--- src/sv/cau_pkg.sv ---
// Shared types for the complex arithmetic unit.
`default_nettype none
package cau_pkg;

  typedef enum logic [1:0] {
    OP_ADD = 2'd0,
    OP_SUB = 2'd1,
    OP_MUL = 2'd2,
    OP_DIV = 2'd3
  } op_t;

  typedef enum logic [1:0] {
    ST_OK  = 2'd0,
    ST_OVF = 2'd1,
    ST_DZ  = 2'd2
  } status_t;

  // Per-item control that travels beside the datapath.
  typedef struct packed {
    op_t  op;
    logic neg_re;
    logic neg_im;
    logic dz;
  } ctl_t;

endpackage
`default_nettype wire

--- src/sv/cau_sat.sv ---
// Output stage: saturation, sign restore and status.
`default_nettype none
module cau_sat import cau_pkg::*; #(
  parameter int W = 32,
  parameter int F = 16
) (
  input  wire logic             clk,
  input  wire logic             en,
  input  ctl_t                  ctl,
  input  wire logic [3*W+F-1:0] r_re,
  input  wire logic [3*W+F-1:0] r_im,
  input  wire logic [W:0]       q_re,
  input  wire logic [W:0]       q_im,
  output logic signed [W-1:0]   res_re,
  output logic signed [W-1:0]   res_im,
  output logic [1:0]            status
);

  localparam int RW = 3 * W + F;
  localparam logic [RW-1:0] HALF = {{(RW-1){1'b0}}, 1'b1} << (W-1);

  logic [RW-1:0] m_re, m_im, lim_re, lim_im, s_re, s_im;
  logic          ov_re, ov_im;
  logic [W-1:0]  v_re, v_im;

  assign m_re   = (ctl.op == OP_DIV) ? {{(RW-W-1){1'b0}}, q_re} : r_re;
  assign m_im   = (ctl.op == OP_DIV) ? {{(RW-W-1){1'b0}}, q_im} : r_im;
  assign lim_re = ctl.neg_re ? HALF : HALF - 1'b1;
  assign lim_im = ctl.neg_im ? HALF : HALF - 1'b1;
  assign ov_re  = m_re > lim_re;
  assign ov_im  = m_im > lim_im;
  assign s_re   = ov_re ? lim_re : m_re;
  assign s_im   = ov_im ? lim_im : m_im;
  assign v_re   = s_re[W-1:0];
  assign v_im   = s_im[W-1:0];

  always_ff @(posedge clk) begin
    if (en) begin
      if (ctl.dz) begin
        res_re <= '0;
        res_im <= '0;
        status <= ST_DZ;
      end else begin
        res_re <= ctl.neg_re ? (~v_re + 1'b1) : v_re;
        res_im <= ctl.neg_im ? (~v_im + 1'b1) : v_im;
        status <= (ov_re || ov_im) ? ST_OVF : ST_OK;
      end
    end
  end

endmodule
`default_nettype wire

--- config.mk ---
export PLATFORM = sky130hd
export DESIGN_NAME = cau_sat
export DESIGN_NICKNAME = d
export VERILOG_FILES = /design/src/sv/cau_pkg.sv /design/src/sv/cau_sat.sv
export SDC_FILE = /design/constraint.sdc
export NUM_CORES = 1
export LEC_CHECK = 0
export ABC_AREA = 1
export BUFFER_PORTS_ARGS = -buffer_cell sky130_fd_sc_hd__buf_4
export CAP_MARGIN = 20
export CELL_PAD_IN_SITES_DETAIL_PLACEMENT = 1
export CELL_PAD_IN_SITES_GLOBAL_PLACEMENT = 1
export CORE_MARGIN = 1.5
export CORE_UTILIZATION = 29
export DETAILED_ROUTE_END_ITERATION = 10
export GPL_TIMING_DRIVEN = 0
export PLACE_DENSITY = 0.88
export RECOVER_POWER = 100
export SLEW_MARGIN = 20
export SYNTH_ARGS = -nofsm -noshare
export SYNTH_HDL_FRONTEND = slang
export SYNTH_SLANG_ARGS = --single-unit
export TNS_END_PERCENT = 10
--- constraint.sdc ---
create_clock -name clk -period 4.6 [get_ports clk]
set_clock_uncertainty 0.1 [all_clocks]
set_input_delay 0.46 -clock clk [delete_from_list [all_inputs] [get_ports clk]]
set_output_delay 0.46 -clock clk [all_outputs]
set_load 0.05 [all_outputs]
==> run metrics <==
Tot GR Track Use=0.2728; Synth top cells by count=555 x nand2_1, 247 x nor2_1, 108 x o21ai_0; Post-synth top flop=edfxtp_1; worst-margin pin slew=3810 ps; I/O Pins=363; number of global-route vias before repair=12070; crit path capture type=register; area share of the largest cell type after synthesis=0.2487; crit-path max cell delay=300 ps; failing checks=max-capacitance violations, max-slew violations; fmax=228.7 MHz; Core ar.=28550 um^2; Max stage delay cell, worst path=ha_1; Post-DP HPWL=34490 um; final setup TNS=0 ps; Top cell by count, worst path=nand2_1; largest net degree at the start of global routing=67; Critical Path RT=4600 ps; post-synthesis async set-or-reset flop share=0; leakage=0.006016 uW; # H-tree levels=3; CTS clk-pin slew, worst paths=60 ps; Distinct cells, synth=36; Seq/Total Area, Yosys=0.2366; startpoint types=input port; Worst slew margin=-1.540; Syn-to-layout area delta=43.29%; syn avg cell area=5.867 um^2; crit path max fanout=10; Initial Utilization=0.2935; Worst Hold Depth=1; WL final=41490 um; Slew Viols, Final=67; CTS Sinks=66; die width=173.0 um; CTS Buffer Depth=2; first-pass GRT wire length=63910 um; Placed Area=11580 um^2; CTS Root Buffer Type=clkbuf_16; TritonRoute pass-1 iters=5; vias=11410; starting DRC count in detailed routing=597; Worst Hold Launch=ctl[0]; hold crit path type=in2reg; maxcap violations=1; row count=62; CTS tree=yes; Max VDD drop=0.1348 mV; initial antenna violation count=0; PwrDens=213.3 nW/um^2; die height=173.0 um; Hold Path End=status[1]; Post-Syn Area=8378 um^2; share of cells above drive strength 1=0.2282; Mapped Nets=1791; Gate Count Post-Synth=1428; Port-buffer cells=362; EDFF count, synth=66; total congestion overflow=0; worst hold margin=349.1 ps; CP arrival=4380 ps; layout net count=2181; synth warn=0; dominant cell type by area after synthesis=nand2_1; Die Area=29920 um^2; Diodes inserted=0; Synth area leaders=nand2_1 25%, edfxtp_1 24%, nor2_1 11%; Residual DRC=0; Final Hold Viols=0; Tcrit/Tclk final=0.9507; Final setup viols=0; status=complete, but fails checks; GP Congestion=0.8868; FF+latch count, synth=66; Final Instance Area=12010 um^2; TritonCTS Buffers=9; Routed Antenna Nets=0; drt via density=5.169; DR WL/cell=18.80 um; CP Class=in2reg; Post-CTS Hold Fix Bufs=0; most frequent cell after synthesis=nand2_1; min cycle time layout=4373 ps
==> final cells by class <==
class	instances	area [um^2]
timing repair buffer	379	2590
clock buffer	9	225.2
clock inverter	7	83.83
fill	3952	16540
inverter	87	329.1
sequential	66	1982
tap	384	480.5
multi-input combinational	1224	5894
buffer	51	420.4
==> per-stage QoR <==
step / setup slack [ps] / instances / utilization / power (uW)
after floorplan: 30.77 / 1428 / - / 1341
after global placement: -1921 / 2174 / 0.4055 / 1791
after detailed placement: -2127 / 2174 / 0.4055 / 1835
after CTS: 47.43 / 2192 / 0.4217 / 2601
after global routing: -16.08 / 2207 / 0.4205 / 2699
final: 227.0 / 2207 / 0.4205 / 2561
==> report_power, final <==
part | internal [uW] | total, uW | switching (uW) | leakage, uW
Clock | 469 | 742 | 273 | 0.000156
Sequential | 727 | 743 | 16.2 | 0.000641
Combinational | 386 | 1080 | 690 | 0.00522
Total | 1580 | 2560 | 979 | 0.00602
==> per-layer routing <==
metal / track usage / vias up / share of wire
met2: 0.4960 / 428 / 0.50
met3: 0.04222 / 96 / 0.064
li1: - / 5480 / -
met1: 0.3126 / 5405 / 0.39
met4: 0.1272 / 0 / 0.044
met5: 0 / - / 0
==> cell usage in the layout, fill, tap and decap left out, drive strengths merged, types with 4 or more instances in the layout <==
| master | Yosys | final |
|---|---|---|
| a21oi | 65 | 65 |
| a31oi | 12 | 12 |
| buf | 32 | 347 |
| clkbuf | 19 | 92 |
| clkinv | 2 | 7 |
| edfxtp | 66 | 66 |
| ha | 66 | 66 |
| inv | 85 | 85 |
| nand2 | 567 | 567 |
| nand3 | 82 | 82 |
| nand4 | 32 | 32 |
| nor2 | 255 | 255 |
| nor3 | 8 | 8 |
| o211ai | 4 | 4 |
| o21ai | 113 | 113 |
| or2 | 7 | 7 |
==> critical path, delay by kind of cell <==
family / cells / cell delay (ps)
adders and majority gates: 2 / 440
and+or+nand+nor: 20 / 2150
buffers and inverters: 10 / 1230
AOI/OAI and AO/OA: 1 / 80
==> worst max-delay path by stage <==
stage / startpoint / end / slack [ps] / cells past startpoint
after floorplan: ctl[3] / res_im[28] / 30 / 31
after global placement: ctl[4] / res_im[30] / -1920 / 32
after detailed placement: ctl[4] / res_im[28] / -2130 / 32
after CTS: ctl[4] / res_im[30] / 50 / 33
after global routing: ctl[4] / res_im[30] / -20 / 34
final: ctl[4] / res_im[28] / 230 / 33
==> cells by family after synthesis <==
| family | Yosys count | synth area share |
|---|---|---|
| buffers and inverters | 138 | 0.07407 |
| flip-flops | 66 | 0.2366 |
| AO/OA/AOI/OAI | 201 | 0.1259 |
| adder cells (fa/ha/maj) | 66 | 0.09857 |
| AND/OR/NAND/NOR | 957 | 0.4649 |
==> state kept, by name, summed over array words and instances (netlist names) <==
register and flops:
res_im 32, res_re 32, status 2
==> timing repair <==
action	CTS	global route
setup endpoints to repair	64	34
buffers inserted	2	15
pin swaps	3	20
resized for setup	45	38
hold endpoints to repair	0	0
No activity file was read; power rests on OpenSTA's default activity.
