--- config.mk ---
export PLATFORM = sky130hd
export DESIGN_NAME = cau_div_step
export DESIGN_NICKNAME = d
export VERILOG_FILES = /design/src/sv/cau_pkg.sv /design/src/sv/cau_div_step.sv
export SDC_FILE = /design/constraint.sdc
export NUM_CORES = 1
export LEC_CHECK = 0
export BUFFER_PORTS_ARGS = -buffer_cell sky130_fd_sc_hd__buf_2
export CORE_AREA = 4 4 276 278
export DETAILED_ROUTE_END_ITERATION = 7
export DIE_AREA = 0 0 280 282
export PLACE_DENSITY = 0.51
export SLEW_MARGIN = 20
export SYNTH_ARGS = -nofsm -noshare
export SYNTH_HDL_FRONTEND = slang
export SYNTH_SLANG_ARGS = --single-unit
--- constraint.sdc ---
create_clock -name clk -period 8.1 [get_ports clk]
set_clock_uncertainty 0.15 [all_clocks]
set_input_delay 0.405 -clock clk [delete_from_list [all_inputs] [get_ports clk]]
set_output_delay 0.405 -clock clk [all_outputs]
set_load 0.1 [all_outputs]
--- src/sv/cau_pkg.sv ---
// Shared types for the complex arithmetic unit.
`default_nettype none
package cau_pkg;

  typedef enum logic [1:0] {
    OP_ADD = 2'd0,
    OP_SUB = 2'd1,
    OP_MUL = 2'd2,
    OP_DIV = 2'd3
  } op_t;

  typedef enum logic [1:0] {
    ST_OK  = 2'd0,
    ST_OVF = 2'd1,
    ST_DZ  = 2'd2
  } status_t;

  // Per-item control that travels beside the datapath.
  typedef struct packed {
    op_t  op;
    logic neg_re;
    logic neg_im;
    logic dz;
  } ctl_t;

endpackage
`default_nettype wire

--- src/sv/cau_div_step.sv ---
// One restoring-division stage: produces one quotient bit for both parts.
`default_nettype none
module cau_div_step import cau_pkg::*; #(
  parameter int W     = 32,
  parameter int F     = 16,
  parameter int SHIFT = 0
) (
  input  wire logic             clk,
  input  wire logic             en,
  input  ctl_t                  ctl_in,
  input  wire logic [2*W-1:0]   den_in,
  input  wire logic [3*W+F-1:0] r_re_in,
  input  wire logic [3*W+F-1:0] r_im_in,
  input  wire logic [W:0]       q_re_in,
  input  wire logic [W:0]       q_im_in,
  output ctl_t                  ctl,
  output logic [2*W-1:0]        den,
  output logic [3*W+F-1:0]      r_re,
  output logic [3*W+F-1:0]      r_im,
  output logic [W:0]            q_re,
  output logic [W:0]            q_im
);

  localparam int RW = 3 * W + F;

  logic [RW-1:0] dsh;
  logic          bit_re, bit_im;

  assign dsh    = {{(RW-2*W){1'b0}}, den_in} << SHIFT;
  // Other operations ride through with their magnitude untouched.
  assign bit_re = (ctl_in.op == OP_DIV) && (r_re_in >= dsh);
  assign bit_im = (ctl_in.op == OP_DIV) && (r_im_in >= dsh);

  always_ff @(posedge clk) begin
    if (en) begin
      ctl  <= ctl_in;
      den  <= den_in;
      r_re <= bit_re ? (r_re_in - dsh) : r_re_in;
      r_im <= bit_im ? (r_im_in - dsh) : r_im_in;
      q_re <= {q_re_in[W-1:0], bit_re};
      q_im <= {q_im_in[W-1:0], bit_im};
    end
  end

endmodule
`default_nettype wire

==> results.toml <==
[logic_synthesis]
yosysSeqAreaShare = 0.467
synthesis.instances = 2373
yosys-top-cells-area = "edfxtp_1 (47%), ha_1 (6.9%), nand2_1 (5.1%), xnor2_1 (4.6%), a21oi_1 (4.3%)"
synth_cell_type_count = 85
yosysTopAreaCellShare = 0.467
synth.most_common_cell = "edfxtp_1"
syn_area_sq_um = 23100
ys_ff_latch = 359
syn_avg_cell_area_sq_um = 9.73
synth_common_cells = "edfxtp_1 (359), nand2_1 (315), a21oi_1 (196), o21ai_0 (169), nor2_1 (141)"
synth_fp_nets = 2864
synth_edf_count = 359
yosysTopAreaCell = "edfxtp_1"
synth_flop_cell = "edfxtp_1"
ys.warnings.count = 0
synth-async-reset-ratio = 0

[power]
p_total_uw = 7040
power_frac_seq = 0.326
peakVddDrop_mv = 0.166
p_per_area_nw_per_um2 = 221
clkPwrFrac = 0.309
power.leakage_uw = 0.0133
power.switching_uw = 2900
p_comb_frac = 0.364
swShare = 0.412
intPower_uw = 4140

[routing]
finalWirelength_mm = 101
via_per_inst = 5.25
route.detailed.drc = 0
dr.pass1.iters = 6
postRouteAntennaNets = 0
drtIter0Drc = 1936
vias = 22800
wl_per_cell_um = 23.2

[clock_tree]
htree_levels = 2
cts_tree = "done"
clock-sinks = 359
root_buffer = "clkbuf_16"
postCtsHoldBufs = 274
cts_resized = 0
clk_path_buf_depth = 3
cts.clk_slew.worst_paths_ns = 0.06
postCtsSetupRepairBufs = 0
numCtsBuffers = 44

[timing]
setup_violations = 0
fin_hold_ws_ns = 0.0204
rsz0062_at_grt = "no"
fin_crit_sh = 0.635
slew_headroom = 0.227
worstMarginPinSlew_ns = 1.15
finalCriticalPeriod_ns = 5.15
finalWorstSetupSlack_ns = 2.95
clock.fmax_ghz = 0.194
report.final.slew_viol_count = 0
hold_viol_final = 0
finalSetupTns_ns = 0

[setup_path]
path_cells = "dlygate4sd3_1 > buf_2 > ha_1 > inv_1 > fa_1 > a211oi_1 > o21ai_0 > a21oi_2 > o221ai_1 > a21bo_2 > a2111oi_2 > buf_4 > or2_4 > buf_4 > o21ai_1"
crit_required_ns = 8.23
worst-setup-path-type = "in2reg"
cp_common_cell = "buf_4"
critPathSlowestCell = "buf_4"
slowest_delay_ns = 0.53
arrival_ns = 5.28
crit_path_end_kind = "register"
critical_path_buf_inv_count = 5
critical_path.top_delay_family = "compound AO/OA/AOI/OAI gates"
path_max_fanout = 53
cp-startpoint = "den_in[0]"
worst_setup_path_start_kind = "input port"

[global_route]
met3_usage = 0.0305
grt_max_degree = 112
grt-ovfl-total = 0
grtUsageMet2 = 0.402
grt_pass1_wl_mm = 144
met1_usage = 0.323
grt_pass1_vias = 22700
grt_antenna_before_repair = 17
grt_busiest_layer = "met2"
gr-usage-all-layers = 0.241

[final_layout]
fin_area_sq_um = 31900
area_growth_pct = 38.1
nets = 3818
drive_gt1_frac = 0.250

[worst_hold_path]
hold_path.class = "in2reg"
hp-start = "r_im_in[47]"

[floorplanning]
die_h_um = 282
die_area_sq_um = 79000
die_x_um = 280
coreArea_sq_um = 73900
initial_utilization = 0.312
io_pins = 720
num_rows = 100

[status]
outcome = "finished clean"

[placement]
pre_cts_ws_ns = 2.98
postPlaceCellArea_sq_um = 27600
port_buffers = 717
routabilityCongestion = 0.963
dp_hpwl_mm = 81.7

[job]
maxCapViolCount = 0
-- kinds of logic (layout without fill, tap and decap cells) --
| kind of cell | count (synthesis) | after routing | synth area share |
|---|---|---|---|
| xor+xnor | 213 | 213 | 0.0808 |
| flops | 359 | 359 | 0.467 |
| compound gates | 639 | 639 | 0.169 |
| simple gates | 817 | 817 | 0.172 |
| mux | 5 | 5 | 0.00244 |
| fa+ha+maj | 130 | 130 | 0.0711 |
| other cells | 0 | 12 | 0 |
| buf+inv | 210 | 1197 | 0.0372 |
-- power by group through the flow --
| stage | logic (uW) | clock network, uW | registers [uW] |
|---|---|---|---|
| after floorplan | 648 | 0 | 3520 |
| after global placement | 2430 | 0 | 2330 |
| after detailed placement | 2440 | 0 | 2330 |
| after CTS | 2560 | 2230 | 2300 |
| after global routing | 2680 | 2300 | 2310 |
| final | 2560 | 2180 | 2300 |
-- placed cells by master, fill, tap and decap left out, types with 7 or more instances in the layout --
master,netlist,layout
nand3_1,50,50
clkinv_2,0,7
edfxtp_1,359,359
inv_1,115,115
nor4_1,52,52
a31oi_1,13,13
buf_4,0,10
xnor2_1,121,121
buf_2,13,716
a21oi_1,196,196
clkbuf_16,0,44
nand2_1,315,315
ha_1,128,128
and3_1,12,12
diode_2,0,12
nor3_1,57,57
o21ai_0,169,169
o21ai_1,44,44
or2_2,9,9
dlygate4sd3_1,0,274
nand2b_1,10,10
o21a_1,14,14
a211oi_1,11,11
nand4_1,70,70
xor2_1,92,92
bufinv_16,0,10
nor2_1,141,141
a21o_1,45,45
nor2b_1,13,13
nor3b_1,7,7
o211ai_1,12,12
a221oi_1,8,8
and2_1,13,13
or4_1,10,10
or3_1,18,18
o21bai_1,41,41
a21boi_0,13,13
clkbuf_1,73,7
o31ai_1,13,13
-- worst min-delay path: cells and delay by family --
kind / cells / cell delay, ns
compound gates: 1 / 0.09
simple gates: 1 / 0.04
buf+inv: 1 / 0.09
-- final timing paths --
kind | endpoint | slack (ns) | cells after the start
hold / removal | r_im[47] | 0.02 | 3
setup / recovery | r_re[25] | 2.95 | 15
-- registers in the layout, indices dropped and copies added (netlist names) --
| register | flops |
|---|---|
| r_im | 112 |
| r_re | 112 |
| q_im | 33 |
| ctl | 5 |
| den | 64 |
| q_re | 33 |
-- stage by stage --
step / instances / utilization
2_1_floorplan: 2373 / -
3_3_place_gp: 3976 / 0.373
3_5_place_dp: 3976 / 0.373
4_1_cts: 4329 / 0.431
5_1_grt: 4337 / 0.431
6_report: 4341 / 0.431
-- layout make-up --
cell class | count | area, sq um
inverters | 117 | 442
diodes | 12 | 30.0
fillers | 7307 | 42100
clock inverters | 28 | 419
flip-flops and latches | 359 | 10800
clock buffers | 51 | 1130
repair buffers | 1001 | 6420
well taps | 969 | 1210
multi-input cells | 1804 | 11400
-- per-layer routing --
metal | wire [um] | up-vias
met4 | 3790 | 6
met3 | 5100 | 172
li1 | - | 10700
met1 | 43600 | 11000
met5 | 41 | -
met2 | 48400 | 850
(Power assumes the default switching activity.)
