## config.mk

```make
export PLATFORM = sky130hd
export DESIGN_NAME = cau_sign
export DESIGN_NICKNAME = d
export VERILOG_FILES = /design/src/sv/cau_pkg.sv /design/src/sv/cau_sign.sv
export SDC_FILE = /design/constraint.sdc
export NUM_CORES = 1
export LEC_CHECK = 0
export BUFFER_PORTS_ARGS = -buffer_cell sky130_fd_sc_hd__buf_2
export CAP_MARGIN = 20
export CORE_AREA = 2 2 188 190
export DETAILED_ROUTE_END_ITERATION = 7
export DIE_AREA = 0 0 190 192
export PLACE_DENSITY = 0.73
export SLEW_MARGIN = 15
export SYNTH_ARGS = -nofsm -noshare
export SYNTH_HDL_FRONTEND = slang
export SYNTH_SLANG_ARGS = --single-unit
```

## constraint.sdc

```tcl
create_clock -name clk -period 6.2 [get_ports clk]
set_input_delay 0.31 -clock clk [delete_from_list [all_inputs] [get_ports clk]]
set_output_delay 0.31 -clock clk [all_outputs]
set_load 0.01 [all_outputs]
```

## src/sv/cau_pkg.sv

```systemverilog
// Shared types for the complex arithmetic unit.
`default_nettype none
package cau_pkg;

  typedef enum logic [1:0] {
    OP_ADD = 2'd0,
    OP_SUB = 2'd1,
    OP_MUL = 2'd2,
    OP_DIV = 2'd3
  } op_t;

  typedef enum logic [1:0] {
    ST_OK  = 2'd0,
    ST_OVF = 2'd1,
    ST_DZ  = 2'd2
  } status_t;

  // Per-item control that travels beside the datapath.
  typedef struct packed {
    op_t  op;
    logic neg_re;
    logic neg_im;
    logic dz;
  } ctl_t;

endpackage
`default_nettype wire

```

## src/sv/cau_sign.sv

```systemverilog
// Sign/magnitude stage: splits each numerator into sign and magnitude and aligns it.
`default_nettype none
module cau_sign import cau_pkg::*; #(
  parameter int W = 32,
  parameter int F = 16
) (
  input  wire logic           clk,
  input  wire logic           en,
  input  op_t                 op_in,
  input  wire logic [2*W:0]   num_re,
  input  wire logic [2*W:0]   num_im,
  input  wire logic [2*W-1:0] den_in,
  output ctl_t                ctl,
  output logic [3*W+F-1:0]    r_re,
  output logic [3*W+F-1:0]    r_im,
  output logic [2*W-1:0]      den
);

  localparam int RW = 3 * W + F;

  logic [2*W:0]  mag_re, mag_im;
  logic [RW-1:0] ext_re, ext_im, r_re_next, r_im_next;

  assign mag_re = num_re[2*W] ? (~num_re + 1'b1) : num_re;
  assign mag_im = num_im[2*W] ? (~num_im + 1'b1) : num_im;
  assign ext_re = {{(RW-2*W-1){1'b0}}, mag_re};
  assign ext_im = {{(RW-2*W-1){1'b0}}, mag_im};

  // Multiply drops the fraction bits; divide scales the numerator up before the quotient.
  always_comb begin
    case (op_in)
      OP_MUL: begin
        r_re_next = ext_re >> F;
        r_im_next = ext_im >> F;
      end
      OP_DIV: begin
        r_re_next = ext_re << F;
        r_im_next = ext_im << F;
      end
      default: begin
        r_re_next = ext_re;
        r_im_next = ext_im;
      end
    endcase
  end

  always_ff @(posedge clk) begin
    if (en) begin
      ctl.op     <= op_in;
      ctl.neg_re <= num_re[2*W];
      ctl.neg_im <= num_im[2*W];
      ctl.dz     <= (op_in == OP_DIV) && (den_in == '0);
      r_re       <= r_re_next;
      r_im       <= r_im_next;
      den        <= den_in;
    end
  end

endmodule
`default_nettype wire

```

==> results.txt <==
- First element of the critical path: num_re[10]
- Along the worst path, the maximum fanout reaches 21.
- Once layout is complete, the cells apart from fillers number 2278.
- Static Leakage: 6.71 nW
- Async set-or-reset flop fraction in the synthesized netlist: 0
* Setup WS pre-CTS: about 2500 ps
- Synthesis inferred ~230 register bits.
* Clock sink count: 231
* All-layer global routing usage: 0.290
- Setup slack on the critical path of the routed design comes to 3010 ps.
- The die is 190 µm wide.
* Total die area: approximately 0.036 mm²
- The tree is rooted in a sky130_fd_sc_hd__clkbuf_16.
- Synth cell types: 80
- For this design the ratio of total power to cell area is 246 mW/mm².
- Final RePlAce weighted congestion: 0.974
- Of the post-synthesis cell area, the dominant cell type holds 0.490.
- The share of total power dissipated in sequential elements is 0.444.
* Maximum Capacitance Violations: 0
- The worst hold path was traced through 3 stages.
* Post-route total power: 0.00440 W
* Number of hold-slack violations in the final timing report: 0
* Synthesized area per cell: a little over 10 µm²
- Slew @ Worst Pin: just over 1000 ps
- Startpoint Class: input port
- By area the synthesized netlist is led by sky130_fd_sc_hd__edfxtp_1 (49%), sky130_fd_sc_hd__xor2_1 (4.7%), sky130_fd_sc_hd__buf_4 (3.3%).
- After detailed routing, the total wire length is 55700 µm.
* Post-CTS setup-driven buffer insertion count: 0
- # nets final: 1995
- The floorplan step set the die height to ~190 µm.
* CTS tree: done
- After legalization and detailed placement, the total HPWL measured 40100 µm.
- Fraction of the yosys area taken by sequential cells: 0.490
- Total instance count after detailed placement: 2157
* Crit path arrival time: between 3000 and 4000 ps
- CTS built an H-tree with a depth of 1.
- After detailed placement, the total cell area comes to 0.0164 mm².
- Number of enable-type register cells in the synthesized netlist: 231
- Static timing analysis puts the maximum clock frequency at approximately 310 MHz.
- Effective utilization at floorplan: 0.413
- The first global-routing pass estimated 79700 µm of wire.
* Net switching component of the power: about 0.0013 W
- From synthesis to final layout, the design area changed by 26.1%.
* Crit Path Category: input port to flip-flop
- Switching fraction of total power: 0.293
- Hold repair after CTS inserted 64 buffers.
* Tmin final: 3190 ps
- The run finished with clean final reports.
- Instance count of the mapped netlist: 1364
- Final max-slew violation count: 0
- Of all cell types, the one taking the most synthesized area is sky130_fd_sc_hd__edfxtp_1.
* Number of inserted filler cells in the final layout: 3040
- Pin count of the biggest net entering global routing: 94
- Pin placement for this block handled 491 I/O pins.
* Clock-pin slew of the registers on the worst-case setup and hold paths: 60 ps
- Following the worst setup path forward leads to its endpoint at r_re[41]$_DFFE_PP_.
* Post-route fraction of the period consumed by the critical path: 0.514
- Of the total power, the clock network draws 0.349.
* Routed vias: 13866
- Netlist Area Pre-Place: 0.0142 mm²
- Post-cts resize count: 0
- Combinational share of power: 0.207
- Dividing the detail-routed via count by the number of cells gives 6.09.
- The first TritonRoute pass finished after 6 iterations.
- After global routing the overflow that remains totals 0.
- Internal power comes to 0.00311 W.
- The most common cell in the synthesized netlist is sky130_fd_sc_hd__edfxtp_1.
* Post-route standard cell area excluding fillers: about 0.018 mm²
- Counting instances in the post-synthesis netlist gives the leading cell types as sky130_fd_sc_hd__edfxtp_1 (231), sky130_fd_sc_hd__nor2_1 (91), sky130_fd_sc_hd__o21ai_0 (86).
- Headroom to the max-slew limit came out at 0.323.
- The via count of the first global-routing pass is between 10000 and 15000.
* Ys flop type: sky130_fd_sc_hd__edfxtp_1
- Total negative slack for setup checks: 0 ps
* Sort of element at the end of the critical path: flip-flop
- Setup repair after global routing left no endpoint under its margin.
- Starting DRC count in detailed routing: 1682
- Buffers inserted during clock tree synthesis total 27.
- CP required: 6470 ps
- Routed len/inst: 24.5 µm
* DRC errors left: 0
* Peak supply drop: 0.181 mV
- Standard cell core area: 0.0343 mm²
- Fraction of final layout cells sized beyond drive strength 1: 0.287
* Hold/Removal Path Class: input port to flip-flop
* Deepest clock path buffer count: 3
- In this run the remaining antenna-violating nets after routing total 0.
- Number of buffers inserted by port buffering: 428
* Final Setup Violations: 0
- Row Count: 68
- During synthesis, Yosys emitted a total of 0 warnings.
- The number of antenna violations at the first check in global routing came to 10.
routing by layer:
layer	track usage	wire length [µm]
met1	0.396	22500
met2	0.457	24800
met3	0.0429	5840
met4	0.134	2630
met5	0	0
per-stage QoR:
step,hold WS [ps],utilization
final,140,0.521
after global routing,155,0.521
after CTS,124,0.520
after detailed placement,504,0.477
after global placement,503,0.477
after floorplan,409,-
how the worst min path moves through the flow:
stage	from	to	slack (ps)
6_report	num_im[0]	r_im[16]$_DFFE_PP_	140
5_1_grt	num_im[0]	r_im[0]$_DFFE_PP_	150
4_1_cts	num_im[0]	r_im[16]$_DFFE_PP_	120
3_5_place_dp	den_in[60]	den[60]$_DFFE_PP_	500
3_3_place_gp	den_in[14]	den[14]$_DFFE_PP_	500
2_1_floorplan	num_im[64]	ctl[1]$_DFFE_PP_	410
final cells by class:
| class | count | area [µm²] | share of cell area |
|---|---|---|---|
| Clock buffer | 31 | 691 | 0.0387 |
| Antenna cell | 10 | 25.0 | 0.00140 |
| Sequential cell | 231 | 6940 | 0.388 |
| Multi-Input combinational cell | 1005 | 6500 | 0.364 |
| Clock inverter | 16 | 150 | 0.00840 |
| Inverter | 24 | 90.1 | 0.00504 |
| Tap cell | 455 | 569 | 0.0319 |
| Timing Repair Buffer | 506 | 2900 | 0.162 |
cells by family (layout without fill, tap and decap cells):
group                    after synthesis  after routing  synth area share
buffers and inverters                189            577            0.0680
XOR/XNOR                             120            120            0.0742
flip-flops                           231            231             0.490
adder cells (fa/ha/maj)                2              2           0.00177
other                                  1             72          0.000265
AND/OR/NAND/NOR                      424            424             0.164
AO/OA/AOI/OAI                        373            373             0.184
multiplexers                          24             24            0.0172
critical path, stage by stage:
cell	delay, ps
sky130_fd_sc_hd__buf_2	120
sky130_fd_sc_hd__nor3_1	450
sky130_fd_sc_hd__nand4_1	760
sky130_fd_sc_hd__or3_1	940
sky130_fd_sc_hd__o41ai_2	430
sky130_fd_sc_hd__xor2_1	280
sky130_fd_sc_hd__o221ai_1	150
sequential cells by signal (all words and copies together), names as in the netlist:
| name | flops |
|---|---|
| r_im | 81 |
| r_re | 81 |
| den | 64 |
| ctl | 5 |
power groups by stage:
stage | Clock, W | Combinational, W | Sequential (W)
after global routing | 0.00161 | 0.000968 | 0.00196
final | 0.00154 | 0.000911 | 0.00195
after global placement | 0 | 0.000848 | 0.00198
after detailed placement | 0 | 0.000854 | 0.00198
after CTS | 0.00156 | 0.000890 | 0.00195
after floorplan | 0 | 0.000367 | 0.00205
cell usage in the layout (no fill, tap or decap), types with 26 or more instances in the layout:
master                            n
sky130_fd_sc_hd__o21ai_0         86
sky130_fd_sc_hd__nor2_1          89
sky130_fd_sc_hd__clkbuf_16       27
sky130_fd_sc_hd__o22ai_1         51
sky130_fd_sc_hd__edfxtp_1       231
sky130_fd_sc_hd__nor3_1          34
sky130_fd_sc_hd__conb_1          62
sky130_fd_sc_hd__dlygate4sd3_1   64
sky130_fd_sc_hd__xor2_1          76
sky130_fd_sc_hd__o31ai_1         39
sky130_fd_sc_hd__a21oi_1         40
sky130_fd_sc_hd__or3_1           35
sky130_fd_sc_hd__xnor2_1         44
sky130_fd_sc_hd__buf_2          425
sky130_fd_sc_hd__or4_1           36
sky130_fd_sc_hd__nor4_1          40
sky130_fd_sc_hd__o41ai_1         32
sky130_fd_sc_hd__nand2_1         74
sky130_fd_sc_hd__nand3_1         26
Power figures use the tool's default switching activity.
